--- src/hw/rtl/maf_pkg.sv ---
package maf_pkg;

  // History depth of the filter; a power of two so the ring address wraps naturally.
  localparam int HIST_DEPTH = 32;
  localparam int HIST_AW    = $clog2(HIST_DEPTH);

  localparam int SAMPLE_W = 16;
  localparam int WIN_W    = 6;
  localparam int CFG_W    = 8;
  localparam int SUM_W    = 21;
  localparam int DIV_CW   = $clog2(SUM_W);

  // Queue between the front and the back.
  localparam int QDEPTH = 4;
  localparam int QAW    = $clog2(QDEPTH);

  typedef logic signed [SAMPLE_W-1:0] sample_t;
  typedef logic        [WIN_W-1:0]    win_t;
  typedef logic signed [SUM_W-1:0]    sum_t;

  localparam win_t WIN_RESET = win_t'(HIST_DEPTH);

  typedef struct packed {
    sample_t sample;
    win_t    win;
  } q_entry_t;

  typedef struct packed {
    logic           full;
    logic           empty;
    logic [QAW:0]   cnt;
  } q_stat_t;

  // A zero window acts as one sample; anything past the history depth is clamped.
  function automatic win_t eff_window(input win_t w);
    win_t r;
    if (w == '0) begin
      r = win_t'(1);
    end else if (w > win_t'(HIST_DEPTH)) begin
      r = win_t'(HIST_DEPTH);
    end else begin
      r = w;
    end
    return r;
  endfunction

endpackage

--- src/hw/rtl/moving_average_filter.sv ---
// The back end handles one sample at a time: it reads one history entry per cycle to
// form the sum and then divides one bit a cycle, while the queue holds later samples.
// Reset (rst_n, synchronous, active low) clears the history valid flags, so the history
// reads as zero, sets the write position to zero, empties the queue and sets window_length to 32.
module moving_average_filter (
  input  logic                     clk,
  input  logic                     rst_n,
  // Configuration: bits [5:0] window_length, bits [7:6] zero.
  input  logic                     cfg_tvalid,
  output logic                     cfg_tready,
  input  logic [maf_pkg::CFG_W-1:0] cfg_tdata,
  // Input request: bits [15:0] sample.
  input  logic                     in_tvalid,
  output logic                     in_tready,
  input  logic [15:0]              in_tdata,
  // Result: bits [15:0] average.
  output logic                     out_tvalid,
  input  logic                     out_tready,
  output logic [15:0]              out_tdata
);

  // The window length register. Writes are only expected while the filter is idle,
  // so the port always takes them.
  maf_pkg::win_t     win_len_r;
  maf_pkg::q_stat_t  q_stat;
  maf_pkg::q_entry_t q_din;
  maf_pkg::q_entry_t q_dout;
  logic              q_push;
  logic              q_pop;
  maf_pkg::sample_t  out_avg;

  assign cfg_tready = 1'b1;
  assign out_tdata  = out_avg;

  always_ff @(posedge clk) begin
    if (!rst_n) begin
      win_len_r <= maf_pkg::WIN_RESET;
    end else if (cfg_tvalid && cfg_tready) begin
      win_len_r <= cfg_tdata[maf_pkg::WIN_W-1:0];
    end
  end

  // The front takes each request into a holding register and tags it with the
  // clamped window length, so a zero length acts as one sample.
  maf_front u_front (
    .clk       (clk),
    .rst_n     (rst_n),
    .in_tvalid (in_tvalid),
    .in_tready (in_tready),
    .in_tdata  (in_tdata),
    .win_len   (win_len_r),
    .q_stat    (q_stat),
    .q_push    (q_push),
    .q_din     (q_din)
  );

  // A short queue decouples the front from the back so new requests keep
  // arriving while the back is still summing or dividing.
  maf_queue u_queue (
    .clk   (clk),
    .rst_n (rst_n),
    .push  (q_push),
    .din   (q_din),
    .pop   (q_pop),
    .dout  (q_dout),
    .stat  (q_stat)
  );

  // The back writes the sample into the history ring, sums the newest entries
  // one per cycle, divides the magnitude serially and restores the sign, which
  // gives truncation toward zero. Its output register lets it start the next
  // request while a finished average is still waiting.
  maf_back u_back (
    .clk        (clk),
    .rst_n      (rst_n),
    .q_stat     (q_stat),
    .q_dout     (q_dout),
    .q_pop      (q_pop),
    .out_tvalid (out_tvalid),
    .out_tready (out_tready),
    .out_tdata  (out_avg)
  );

`ifndef SYNTHESIS
  a_q_bound: assert property (@(posedge clk) disable iff (!rst_n)
    q_stat.cnt <= (maf_pkg::QAW+1)'(maf_pkg::QDEPTH))
    else $error("queue count beyond its depth");

  a_pop_ok: assert property (@(posedge clk) disable iff (!rst_n)
    q_pop |-> !q_stat.empty)
    else $error("back end popped an empty queue");

  a_push_ok: assert property (@(posedge clk) disable iff (!rst_n)
    q_push |-> !q_stat.full)
    else $error("front end pushed into a full queue");
`endif

endmodule

--- src/hw/rtl/maf_front.sv ---
module maf_front (
  input  logic              clk,
  input  logic              rst_n,
  input  logic              in_tvalid,
  output logic              in_tready,
  input  maf_pkg::sample_t  in_tdata,
  input  maf_pkg::win_t     win_len,
  input  maf_pkg::q_stat_t  q_stat,
  output logic              q_push,
  output maf_pkg::q_entry_t q_din
);

  logic              vld_r;
  logic              vld_nxt;
  maf_pkg::q_entry_t ent_r;
  logic              take;

  // The request is tagged with the clamped window that was in force when it arrived.
  assign q_push    = vld_r && !q_stat.full;
  assign in_tready = !vld_r || !q_stat.full;
  assign take      = in_tvalid && in_tready;
  assign q_din     = ent_r;

  always_comb begin
    vld_nxt = vld_r;
    if (take) begin
      vld_nxt = 1'b1;
    end else if (q_push) begin
      vld_nxt = 1'b0;
    end
  end

  always_ff @(posedge clk) begin
    if (!rst_n) begin
      vld_r <= 1'b0;
    end else begin
      vld_r <= vld_nxt;
    end
  end

  always_ff @(posedge clk) begin
    if (take) begin
      ent_r.sample <= in_tdata;
      ent_r.win    <= maf_pkg::eff_window(win_len);
    end
  end

endmodule

--- src/hw/rtl/maf_queue.sv ---
module maf_queue (
  input  logic              clk,
  input  logic              rst_n,
  input  logic              push,
  input  maf_pkg::q_entry_t din,
  input  logic              pop,
  output maf_pkg::q_entry_t dout,
  output maf_pkg::q_stat_t  stat
);

  maf_pkg::q_entry_t             slot_r [maf_pkg::QDEPTH];
  logic [maf_pkg::QAW-1:0]       wr_ptr_r;
  logic [maf_pkg::QAW-1:0]       wr_ptr_nxt;
  logic [maf_pkg::QAW-1:0]       rd_ptr_r;
  logic [maf_pkg::QAW-1:0]       rd_ptr_nxt;
  logic [maf_pkg::QAW:0]         cnt_r;
  logic [maf_pkg::QAW:0]         cnt_nxt;

  assign stat.full  = (cnt_r == (maf_pkg::QAW+1)'(maf_pkg::QDEPTH));
  assign stat.empty = (cnt_r == '0);
  assign stat.cnt   = cnt_r;
  assign dout       = slot_r[rd_ptr_r];

  always_comb begin
    wr_ptr_nxt = push ? wr_ptr_r + 1'b1 : wr_ptr_r;
    rd_ptr_nxt = pop  ? rd_ptr_r + 1'b1 : rd_ptr_r;
    cnt_nxt    = cnt_r;
    if (push && !pop) begin
      cnt_nxt = cnt_r + 1'b1;
    end else if (pop && !push) begin
      cnt_nxt = cnt_r - 1'b1;
    end
  end

  always_ff @(posedge clk) begin
    if (!rst_n) begin
      wr_ptr_r <= '0;
      rd_ptr_r <= '0;
      cnt_r    <= '0;
    end else begin
      wr_ptr_r <= wr_ptr_nxt;
      rd_ptr_r <= rd_ptr_nxt;
      cnt_r    <= cnt_nxt;
    end
  end

  always_ff @(posedge clk) begin
    if (push) begin
      slot_r[wr_ptr_r] <= din;
    end
  end

endmodule

--- src/hw/rtl/maf_back.sv ---
module maf_back (
  input  logic              clk,
  input  logic              rst_n,
  input  maf_pkg::q_stat_t  q_stat,
  input  maf_pkg::q_entry_t q_dout,
  output logic              q_pop,
  output logic              out_tvalid,
  input  logic              out_tready,
  output maf_pkg::sample_t  out_tdata
);

  typedef enum logic [2:0] {
    S_IDLE,
    S_WRITE,
    S_SUM,
    S_DIV,
    S_DONE
  } state_t;

  localparam int SW = maf_pkg::SAMPLE_W;
  localparam int WW = maf_pkg::WIN_W;
  localparam int UW = maf_pkg::SUM_W;
  localparam int AW = maf_pkg::HIST_AW;

  state_t                state_r, state_nxt;
  logic [AW-1:0]         pos_r, pos_nxt;
  maf_pkg::sample_t      smp_r, smp_nxt;
  maf_pkg::win_t         win_r, win_nxt;
  maf_pkg::win_t         iss_r, iss_nxt;
  logic                  pend_r, pend_nxt;
  maf_pkg::sum_t         acc_r, acc_nxt;
  logic                  neg_r, neg_nxt;
  logic [UW-1:0]         dvd_r, dvd_nxt;
  logic [WW-1:0]         rem_r, rem_nxt;
  logic [maf_pkg::DIV_CW-1:0] stp_r, stp_nxt;
  logic                  out_vld_r, out_vld_nxt;
  maf_pkg::sample_t      out_dat_r, out_dat_nxt;

  // History ring: data in a memory, a valid flag per entry so unwritten slots read zero.
  maf_pkg::sample_t      hist_mem [maf_pkg::HIST_DEPTH];
  logic [maf_pkg::HIST_DEPTH-1:0] valid_r;
  maf_pkg::sample_t      rd_dat_r;
  logic                  rd_ok_r;

  logic [AW-1:0]         rd_addr;
  logic                  rd_en;
  logic                  wr_en;
  maf_pkg::sum_t         add_val;
  logic [WW:0]           rem_sh;
  logic                  ge;
  logic [WW:0]           rem_sub;
  logic [UW-1:0]         quot_s;

  assign rd_addr = pos_r - iss_r[AW-1:0];
  assign rd_en   = (state_r == S_SUM) && (iss_r < win_r);
  assign wr_en   = (state_r == S_WRITE);
  assign add_val = rd_ok_r ? UW'(rd_dat_r) : '0;

  // One quotient bit per cycle, restoring form.
  assign rem_sh  = {rem_r, dvd_r[UW-1]};
  assign ge      = (rem_sh >= {1'b0, win_r});
  assign rem_sub = rem_sh - {1'b0, win_r};
  assign quot_s  = neg_r ? (~dvd_r + 1'b1) : dvd_r;

  assign q_pop      = (state_r == S_IDLE) && !q_stat.empty;
  assign out_tvalid = out_vld_r;
  assign out_tdata  = out_dat_r;

  always_comb begin
    state_nxt   = state_r;
    pos_nxt     = pos_r;
    smp_nxt     = smp_r;
    win_nxt     = win_r;
    iss_nxt     = iss_r;
    pend_nxt    = pend_r;
    acc_nxt     = acc_r;
    neg_nxt     = neg_r;
    dvd_nxt     = dvd_r;
    rem_nxt     = rem_r;
    stp_nxt     = stp_r;
    out_vld_nxt = out_vld_r;
    out_dat_nxt = out_dat_r;

    if (out_vld_r && out_tready) begin
      out_vld_nxt = 1'b0;
    end

    case (state_r)
      S_IDLE: begin
        if (!q_stat.empty) begin
          smp_nxt   = q_dout.sample;
          win_nxt   = q_dout.win;
          state_nxt = S_WRITE;
        end
      end
      S_WRITE: begin
        iss_nxt   = '0;
        pend_nxt  = 1'b0;
        acc_nxt   = '0;
        state_nxt = S_SUM;
      end
      S_SUM: begin
        pend_nxt = rd_en;
        if (rd_en) begin
          iss_nxt = iss_r + 1'b1;
        end
        if (pend_r) begin
          acc_nxt = acc_r + add_val;
        end
        if (!rd_en && !pend_r) begin
          neg_nxt   = acc_r[UW-1];
          dvd_nxt   = acc_r[UW-1] ? UW'(-acc_r) : UW'(acc_r);
          rem_nxt   = '0;
          stp_nxt   = '0;
          state_nxt = S_DIV;
        end
      end
      S_DIV: begin
        dvd_nxt = {dvd_r[UW-2:0], ge};
        rem_nxt = ge ? rem_sub[WW-1:0] : rem_sh[WW-1:0];
        stp_nxt = stp_r + 1'b1;
        if (stp_r == maf_pkg::DIV_CW'(UW-1)) begin
          state_nxt = S_DONE;
        end
      end
      S_DONE: begin
        if (!out_vld_r || out_tready) begin
          out_vld_nxt = 1'b1;
          out_dat_nxt = quot_s[SW-1:0];
          pos_nxt     = pos_r + 1'b1;
          state_nxt   = S_IDLE;
        end
      end
      default: begin
        state_nxt = S_IDLE;
      end
    endcase
  end

  always_ff @(posedge clk) begin
    if (!rst_n) begin
      state_r   <= S_IDLE;
      pos_r     <= '0;
      out_vld_r <= 1'b0;
      valid_r   <= '0;
      rd_ok_r   <= 1'b0;
    end else begin
      state_r   <= state_nxt;
      pos_r     <= pos_nxt;
      out_vld_r <= out_vld_nxt;
      rd_ok_r   <= valid_r[rd_addr];
      if (wr_en) begin
        valid_r[pos_r] <= 1'b1;
      end
    end
  end

  always_ff @(posedge clk) begin
    smp_r     <= smp_nxt;
    win_r     <= win_nxt;
    iss_r     <= iss_nxt;
    pend_r    <= pend_nxt;
    acc_r     <= acc_nxt;
    neg_r     <= neg_nxt;
    dvd_r     <= dvd_nxt;
    rem_r     <= rem_nxt;
    stp_r     <= stp_nxt;
    out_dat_r <= out_dat_nxt;
  end

  always_ff @(posedge clk) begin
    if (wr_en) begin
      hist_mem[pos_r] <= smp_r;
    end
    rd_dat_r <= hist_mem[rd_addr];
  end

endmodule

--- config.mk ---
export PLATFORM = sky130hd
export DESIGN_NAME = moving_average_filter
export DESIGN_NICKNAME = d
export VERILOG_FILES = /design/src/hw/rtl/maf_pkg.sv /design/src/hw/rtl/moving_average_filter.sv /design/src/hw/rtl/maf_front.sv /design/src/hw/rtl/maf_queue.sv /design/src/hw/rtl/maf_back.sv
export SDC_FILE = /design/constraint.sdc
export NUM_CORES = 1
export LEC_CHECK = 0
export ABC_AREA = 0
export BUFFER_PORTS_ARGS = -buffer_cell sky130_fd_sc_hd__buf_2
export CAP_MARGIN = 20
export CORE_MARGIN = 5
export CORE_UTILIZATION = 30
export CTS_BUF_LIST = sky130_fd_sc_hd__clkbuf_16
export DETAILED_ROUTE_END_ITERATION = 10
export PLACE_DENSITY_LB_ADDON = 0.3
export SLEW_MARGIN = 20
export SYNTH_ARGS = -nofsm -noshare
export SYNTH_HDL_FRONTEND = slang
export SYNTH_HIERARCHICAL = 1
export SYNTH_SLANG_ARGS = --single-unit
--- constraint.sdc ---
create_clock -name clk -period 5.6 [get_ports clk]
set_input_delay 0.56 -clock clk [delete_from_list [all_inputs] [get_ports clk]]
set_output_delay 0.56 -clock clk [all_outputs]
set_load 0.02 [all_outputs]
# == Word level (Yosys, flattened, before mapping) ==
# Memory sizes are Yosys's and may differ from the RTL's. A register that Yosys moved wholly into a read port is not among the register bits.
# Index checks and enable logic that the tools add are counted.
# word_totals
output_inout_bits,19
reg_bits,155
ramBits,600
n_memories,2
# mem_list
name,depth,word_bits,rd,rd_ports_with_merged_regs,wr,line,source
u_back.hist_mem,32,16,1,1,1,maf_back.sv:40,maf_pkg::sample_t hist_mem [maf_pkg::HIST_DEPTH];
u_queue.slot_r,4,22,1,1,1,maf_queue.sv:11,maf_pkg::q_entry_t slot_r [maf_pkg::QDEPTH];
# classes
add_sub_neg,12
n_reduce_logical,34
mux,36
eq_ne,12
bitwise,3
magnitude_cmp,6
# ops
op,count
21-bit 2-to-1 mux,4
21-bit case mux with 2 select lines,2
32-bit bitwise OR,1
6-bit 2-to-1 mux,4
6-bit case mux with 2 select lines,2
21-bit adder,1
21-bit negation,1
3-bit 2-to-1 mux,6
16-bit by 1-bit adder with 16-bit output (second input constant),1
16-bit 2-to-1 mux,1
16-bit inverter,1
3-bit case mux with 5 select lines,1
5-bit by 6-bit less-than comparator with 1-bit output (second input constant),2
2-bit AND reduction,6
1-bit 2-to-1 mux,11
5-bit by 1-bit adder with 5-bit output (second input constant),2
5-bit case mux with 2 select lines,1
1-bit logical AND,9
1-bit zero test,8
2-bit by 1-bit != test with 1-bit output (second input constant),4
2-bit nonzero test,4
7-bit by 6-bit greater-or-equal comparator with 1-bit output,1
6-bit by 1-bit adder with 6-bit output (second input constant),1
3-bit by 2-bit equality test with 1-bit output (second input constant),2
22 further kinds,27

# == Logic depth before layout (Yosys ltp) ==
# Gate-level depths: netlist (run 1).
# logic_depth
ltp_word,7
depth_mapped,11
depth_no_buf,10

# == Modules after synthesis ==
# The synthesis (run 1) kept the hierarchy.
# modules_own_cells
mod,n_inst,cells_per_inst,area_per_inst_um2
maf_back,1,1503,27505.1
maf_queue,1,157,3623.5
maf_front,1,36,753.2
moving_average_filter,1,21,237.7

# == Worst setup path before layout (run 1) ==
# OpenSTA, ideal clock, no wires.
# synth_path
path_kind,register to register
from,reg u_back.state_r[2]
to,reg u_queue/cnt_r[2] (netlist name)
required_ns,5.524
arrival_time_ns,4.111
path_buffers,1
setup_time_ns,0.076
period_less_slack_ns,4.187
stages_incl_launch_ff,10
slack_ns,1.413
cell_sequence,dfxtp_1 -> clkbuf_1 -> nor4_1 -> inv_1 -> ha_1 -> inv_1 -> fa_1 -> xor2_1 -> or3_1 -> a21boi_0
# synth_via
elab_chain_len,5
elab_cells_between_ends,7
cone_classes,mux: 1; reduce/logical: 6
# synth_rtl
element,line,source
start: declaration,maf_back.sv:25,"state_t state_r, state_nxt;"
start signal: assignment,maf_back.sv:148,state_r <= state_nxt;
3-bit zero test *,maf_back.sv:65,assign q_pop = (state_r == S_IDLE) && !q_stat.empty;
1-bit logical AND *,maf_back.sv:65,
via q_pop,moving_average_filter.sv:29,logic q_pop;
1-bit zero test,maf_queue.sv:28,if (push && !pop) begin
1-bit logical AND,maf_queue.sv:28,
3-bit 2-to-1 mux / 2-bit nonzero test (equally long branches),n/a,
end signal: assignment,maf_queue.sv:43,cnt_r <= cnt_nxt;
end: declaration,maf_queue.sv:16,logic [maf_pkg::QAW:0] cnt_r;
# The timed path passes the listed nets; every way through them passes the cells marked *.
# A chain may end at the register's enable or synchronous reset.

# == Final worst setup path (run 1) ==
# layout_path
from,reg u_back.pos_r[0]
to,reg u_back.rd_dat_r[12] (read register of u_back.hist_mem)
# layout_via
elab_chain_len,1
# layout_rtl
element,line,source
start: declaration,maf_back.sv:26,"logic [AW-1:0] pos_r, pos_nxt;"
start signal: assignment,maf_back.sv:149,pos_r <= pos_nxt;
5-bit subtractor,maf_back.sv:54,assign rd_addr = pos_r - iss_r[AW-1:0];
end: declaration,maf_back.sv:42,maf_pkg::sample_t rd_dat_r;
# Every way passes these cells.

==> impl_results.md, run 1 <==
- Commonest cells after routing, fill and taps aside: edfxtp_1, mux4_2, nor2_1
- Finished Layout Cells: 3,308
- Antenna diodes: 0
- Syn nets: 1,799
- # setup viols final: 0
- Cell Area, Synth: 32,100 µm²
- Seq/Total Area, Yosys: 72.0%
- Fmax achieved: 262 MHz
- Antenna violations before repair: 3
- CP Class: flip-flop to flip-flop
- Top post-synthesis cells by area: edfxtp_1, mux4_2, dfxtp_1
- DRC viols: 0
- Slew @ Worst Pin: 1.05 ns
- Worst reg2reg path depth: 8
- WP data arrival: 4.32 ns
- Required @ worst endpoint: 6.11 ns
- Nature of the critical path endpoint: flip-flop
- PortBufs: 44
- Flop pwr share: 43.8%
- Pre-CTS worst setup slack: 1.73 ns
- Layout Nets: 1,917
- Slew Viols, Final: 0
- Placed Cells: 3,148
- R2R Path Start: u_back/pos_r[0]
- Synth cell types: 66
- Max H-tree Level: 3
- Comb pwr share: 27.2%
- P_leak: 12.2 nW
- Status: finished, final reports clean
- Die Width: 337 µm
- Reg-to-reg setup timing slack: 1.79 ns
- Met2 Routed Length: 35,800 µm
- Clk root buf: clkbuf_16
- Synth top area share: 67.4%
- Largest net degree at the start of global routing: 47
- Period utilisation layout: 68.1%
- First-pass GRT wire length: 105,000 µm
- Crit Path Max Fanout: 46
- Post-CTS setup repair buffer count: 0
- Die Area: 114,000 µm²
- CTS tree: built
- Setup TNS Final: 0 ns
- CP Cell Sequence: inv_1, ha_4, inv_2, fa_4, buf_4, mux4_1, mux4_2, mux2_2
- Pre-Repair DR Iteration Count: 5
- Worst hold start: in_tdata[2]
- Power density cells: 521 nW/µm²
- Power Total: 19.4 mW
- Layout Skew: 0.0260 ns
- Met3 WL: 3050 µm
- Crit path time final: 3.81 ns
- CP max-delay cell: fa_4
- Syn avg cell area: 18.7 µm²
- ANT nets after route: 0
- CP Launch Type: flip-flop
- Starting Density: 30.1%
- Total core area: 107,000 µm²
- Total gr overflow: 0
- RSZ-0062 raised after global routing: no
- MaxCap Viol Count: 0
- PnR worst setup slack: 1.79 ns
- WHS Path Cells: 1
- Routability cong.: 0.752
- FP Rows: 120
- Clock latency on the worst-skew pair: 0.62 ns
- Reg clk slew, reported paths: 0.06 ns
- Worst hold path type: input port to flip-flop
- Area Overhead vs Synth: 15.8%
- CTS resizes: 0
- Final wirelength: 70,000 µm
- Chip height: 337 µm
- Hold path endpoint: u_front/q_din[8]
- Hold slack: 0.116 ns
- Total of warnings raised by yosys: 6
- I/O pin cnt: 48
- Via density: 4.76
- Iteration-0 DRC Markers: 1,256
- Sw Share: 29.8%
- Via count: 15,700
- Metal1 wirelength: 29,500 µm
- WL/cell: 21.2 µm
- Layout cells sized above 1: 24.2%
- CTS sink cnt: 795
- Synth Flop Type: edfxtp_1
- All-Layer GR Usage: 12.3%
- Post-synth EDFFs: 721
- Pint: 13.6 mW
- Post-synth top area cell: edfxtp_1
- Utilization after layout: 34.8%
- Max clock buf depth: 3
- Fin area: 37,200 µm²
- Max-slew headroom: 30.1%
- Worst reg2reg endpoint: u_back/rd_dat_r[12]
- Cells after Synth: 1,717
- Most common cell after layout, fill and taps aside: edfxtp_1
- Post-CTS Hold Buffers: 0
- Max Used Layer: met4
- Slowest stage delay, CP: 1.37 ns
- # fillers: 9,910
- Ys async rst share: 0%
- Critical Path Source: u_back/pos_r[0]
- Final Hold Fails: 0
- Placed Area: 34,300 µm²
- Maximum vdd drop: 274 µV
- Psw: 5.78 mW
- Post-detail-place hpwl: 41,800 µm
- Clock power frac: 29.0%
- Vias in the first global route: 16,500
- Synth Register Bits: 795
- Cts bufs inserted: 85
how the worst max path moves through the flow:
stage / slack [ns] / depth (start not counted) / endpoint
global placement: 1.76 / 8 / u_back/rd_dat_r[14]
global route: 1.65 / 8 / u_back/rd_dat_r[12]
CTS: 1.73 / 8 / u_back/rd_dat_r[12]
finish: 1.79 / 8 / u_back/rd_dat_r[12]
detailed placement: 1.73 / 8 / u_back/rd_dat_r[12]
floorplan: 1.41 / 9 / u_queue/cnt_r[2]
cell type report:
type / count / area (µm²) / area share (%)
Sequential cell: 795 / 23100 / 62.2
Timing Repair Buffer: 96 / 667 / 1.79
Multi-Input combinational cell: 820 / 8660 / 23.3
Clock inverter: 71 / 679 / 1.83
Inverter: 37 / 139 / 0.374
Tap cell: 1403 / 1760 / 4.72
Clock buffer: 86 / 2150 / 5.79
synthesized netlist by cell type (5+ instances only):
library cell / instances
mux4_1: 22
buf_6: 5
nor3_1: 14
dfxtp_1: 74
a21o_1: 13
nand3_1: 16
a31oi_1: 5
nor2b_1: 16
xor2_1: 26
nand2_1: 55
and2_1: 31
mux4_2: 170
xnor2_1: 38
o21ai_1: 8
o21ai_0: 35
or3_1: 8
o31ai_1: 6
inv_1: 33
nand2b_1: 10
nor2_1: 146
mux2i_1: 12
nand3b_1: 5
and3_1: 8
a21oi_1: 39
ha_1: 49
clkbuf_1: 35
mux2_2: 16
o21a_1: 9
or4_1: 6
buf_2: 16
edfxtp_1: 721
metal layers:
metal | vias to the layer above | track usage [%]
li1 | 7097 | -
met1 | 8215 | 15.8
met2 | 326 | 21.7
met3 | 103 | 1.92
met4 | 0 | 3.63
met5 | - | 0
registers in the layout, summed over array words and instances (netlist names), 2 cells and up, named ones only:
register	count
u_back/acc_r	21
u_back/dvd_r	21
u_back/hist_mem	512
u_back/iss_r	6
u_back/out_tdata	16
u_back/pos_r	5
u_back/rd_dat_r	16
u_back/rem_r	6
u_back/smp_r	16
u_back/state_r	3
u_back/stp_r	5
u_back/valid_r	32
u_back/win_r	6
u_front/q_din	22
u_queue/cnt_r	3
u_queue/rd_ptr_r	2
u_queue/slot_r	88
u_queue/wr_ptr_r	2
win_len_r	6
worst max-delay path: cells and delay by family (launching register included):
kind / cells / cell delay (ns)
flops: 1 / 0.36
fa+ha+maj: 2 / 1.52
mux: 3 / 1.16
buf+inv: 3 / 0.62
power by group through the flow:
stage | clock network [mW] | registers (mW) | logic [mW]
floorplan | 0 | 8.27 | 3.85
global placement | 0 | 8.61 | 5.26
detailed placement | 0 | 8.70 | 5.31
CTS | 5.77 | 8.58 | 5.33
global route | 6.04 | 8.59 | 5.71
finish | 5.62 | 8.49 | 5.27
logic make-up (layout without fill, tap and decap cells):
kind of cell             after synthesis  after routing  share of synthesized area, %
buffers and inverters                102            290                          1.55
flip-flops                           795            795                          72.0
other                                  1              1                        0.0117
AO/OA/AOI/OAI                        145            145                          2.84
adder cells (fa/ha/maj)               53             53                          2.16
AND/OR/NAND/NOR                      336            336                          4.97
XOR/XNOR                              65             65                          1.80
multiplexers                         220            220                          14.7
Note: power is estimated with default switching activity, not from simulation.
==> run 2: changes to the inputs <==
Clock period 5.6 ns to 3.4 ns, I/O delays scaled along.
==> impl_results.md, run 2 (same netlist as run 1, synthesis figures left out) <==
- CTS tree: built (unchanged)
- Final Hold Fails: 0 (unchanged)
- Die Area: 114,000 µm² (unchanged)
- Slew Viols, Final: 0 (unchanged)
- Slew @ Worst Pin: 1.11 ns (was 1.05 ns)
- # setup viols final: 0 (unchanged)
- Period utilisation layout: 97.9% (was 68.1%)
- # fillers: 9,904 (was 9,910)
- Routing usage on met3: 1.87% (was 1.92%)
- WHS Path Cells: 2 (was 1)
- DRC viols: 0 (unchanged)
- GR Layer Usage met1: 16.2% (was 15.8%)
- Reg-to-reg setup timing slack: 0.07 ns (was 1.79 ns)
- I/O pin cnt: 48 (unchanged)
- Max reg flops: 512 (unchanged)
- Busiest metal layer after global routing: met2 (unchanged)
- Max clock buf depth: 3 (unchanged)
- Top reg by flops: u_back/hist_mem (unchanged)
- Final wirelength: 69,400 µm (was 70,000 µm)
- First-pass GRT wire length: 105,000 µm (about the same)
- Vias in the first global route: 16,700 (was 16,500)
- Layout cells sized above 1: 23.8% (was 24.2%)
- Setup TNS Final: 0 ns (unchanged)
- Top Registers: u_back/hist_mem x512, u_queue/slot_r x88, u_back/valid_r x32 (unchanged)
- Cts bufs inserted: 85 (unchanged)
- Worst reg2reg path depth: 8 (unchanged)
- Total core area: 107,000 µm² (unchanged)
- CP Cell Sequence: inv_1, ha_4, inv_2, fa_4, buf_4, mux4_2, mux4_2, mux2_2 (was inv_1, ha_4, inv_2, fa_4, buf_4, mux4_1, mux4_2, mux2_2)
- P_leak: 12.4 nW (was 12.2 nW)
- Chip height: 337 µm (unchanged)
- Power density cells: 847 nW/µm² (was 521 nW/µm²)
- Routing usage on met2: 20.9% (was 21.7%)
- CP max-delay cell: fa_4 (unchanged)
- MaxCap Viol Count: 0 (unchanged)
- Largest net degree at the start of global routing: 36 (was 47)
- Reg clk slew, reported paths: 0.06 ns (about the same)
- Fmax achieved: 300 MHz (was 262 MHz)
- Via density: 4.74 (was 4.76)
- Nature of the critical path endpoint: flip-flop (unchanged)
- FP Rows: 120 (unchanged)
- Maximum vdd drop: 475 µV (was 274 µV)
- PnR worst setup slack: 0.0701 ns (was 1.79 ns)
- Slowest stage delay, CP: 0.82 ns (was 1.37 ns)
- Layout Nets: 1,963 (was 1,917)
- Die Width: 337 µm (unchanged)
- ANT nets after route: 0 (unchanged)
- Pre-CTS worst setup slack: 0.122 ns (was 1.73 ns)
- Max H-tree Level: 3 (unchanged)
- Post-CTS setup repair buffer count: 0 (unchanged)
- Crit Path Max Fanout: 25 (was 46)
- R2R Path Start: u_back/pos_r[0] (unchanged)
- CP Class: flip-flop to flip-flop (unchanged)
- Commonest cells after routing, fill and taps aside: edfxtp_1, mux4_2, nor2_1 (unchanged)
- Clk root buf: clkbuf_16 (unchanged)
- CTS sink cnt: 795 (unchanged)
- Worst hold start: rst_n (was in_tdata[2])
- WL/cell: 20.7 µm (was 21.2 µm)
- Starting Density: 30.1% (unchanged)
- Antenna violations before repair: 1 (was 3)
- RSZ-0062 raised after global routing: no (unchanged)
- Total gr overflow: 0 (unchanged)
- Required @ worst endpoint: 3.89 ns (was 6.11 ns)
- Most common cell after layout, fill and taps aside: edfxtp_1 (unchanged)
- Hold path endpoint: win_len_r[5] (was u_front/q_din[8])
- Layout Skew: 0.0315 ns (was 0.0260 ns)
- Area Overhead vs Synth: 16.8% (was 15.8%)
- Post-detail-place hpwl: 41,000 µm (was 41,800 µm)
- Iteration-0 DRC Markers: 1,213 (was 1,256)
- WP data arrival: 3.82 ns (was 4.32 ns)
- All-Layer GR Usage: 12.1% (was 12.3%)
- Pre-Repair DR Iteration Count: 5 (unchanged)
- Worst reg2reg endpoint: u_back/rd_dat_r[14] (was u_back/rd_dat_r[12])
- Worst hold path type: input port to flip-flop (unchanged)
- Max-slew headroom: 25.7% (was 30.1%)
- PortBufs: 44 (unchanged)
- Crit path time final: 3.33 ns (was 3.81 ns)
- Clock latency on the worst-skew pair: 0.62 ns (about the same)
- CP dominant cell by count: mux4_2
- Routability cong.: 0.761 (was 0.752)
- Via count: 15,900 (was 15,700)
- Status: finished, final reports clean (unchanged)
- CP Launch Type: flip-flop (unchanged)
-- run 2: per-stage QoR --
stage	total power, mW	cell area (µm²)	hold slack, ns	utilization, %	std cells
6_report	31.8	37500	0.0760	35.1	3356
5_1_grt	33.3	37500	0.0846	35.1	3355
4_1_cts	32.1	37500	0.0403	35.1	3351
3_5_place_dp	23.3	34600	0.456	32.4	3170
3_3_place_gp	23.1	34600	0.445	32.4	3170
2_1_floorplan	20.0	32100	0.402	-	1717
-- run 2: critical path, delay by kind of cell (launching register included) --
family                   cells  cell delay, ns
adder cells (fa/ha/maj)      2            0.98
buffers and inverters        3            0.62
flip-flops                   1            0.36
multiplexers                 3            1.25
-- run 2: power by group --
part,internal (mW),total (mW),switching [mW],leakage (nW)
combinational,4.48,9.11,4.63,3.85
clock,5.05,8.71,3.66,1.41
sequential,12.7,14.0,1.28,7.16
total,22.2,31.8,9.56,12.4
-- run 2: worst max path at each step --
stage	depth (start not counted)	slack [ns]	from	to
floorplan	9	0.25	u_back/state_r[2]	u_queue/cnt_r[2]
global placement	8	0.11	u_back/pos_r[0]	u_back/rd_dat_r[14]
detailed placement	8	0.12	u_back/pos_r[0]	u_back/rd_dat_r[10]
CTS	8	0.07	u_back/pos_r[0]	u_back/rd_dat_r[10]
global route	8	0.0003	u_back/pos_r[0]	u_back/rd_dat_r[14]
finish	8	0.07	u_back/pos_r[0]	u_back/rd_dat_r[14]
-- run 2: final cells by class --
cell class / instances / area [µm²] / area share, %
sequential: 795 / 23100 / 61.6
antenna: 1 / 2.50 / 0.00667
tap: 1403 / 1760 / 4.68
clock inverter: 70 / 444 / 1.18
multi-input combinational: 820 / 8630 / 23.0
timing repair buffer: 142 / 1220 / 3.25
inverter: 37 / 139 / 0.370
clock buffer: 88 / 2200 / 5.87
-- run 2: timing repair --
action,in CTS,in global routing
hold buffers,23,0
endpoints found under the hold margin,23,0
gates resized for setup,0,0
-- run 2: per-layer routing --
metal | vias to the layer above | share of wire, %
li1 | 7173 | -
met1 | 8338 | 44
met2 | 303 | 50
met3 | 92 | 4.2
met4 | 0 | 1.9
met5 | - | 0
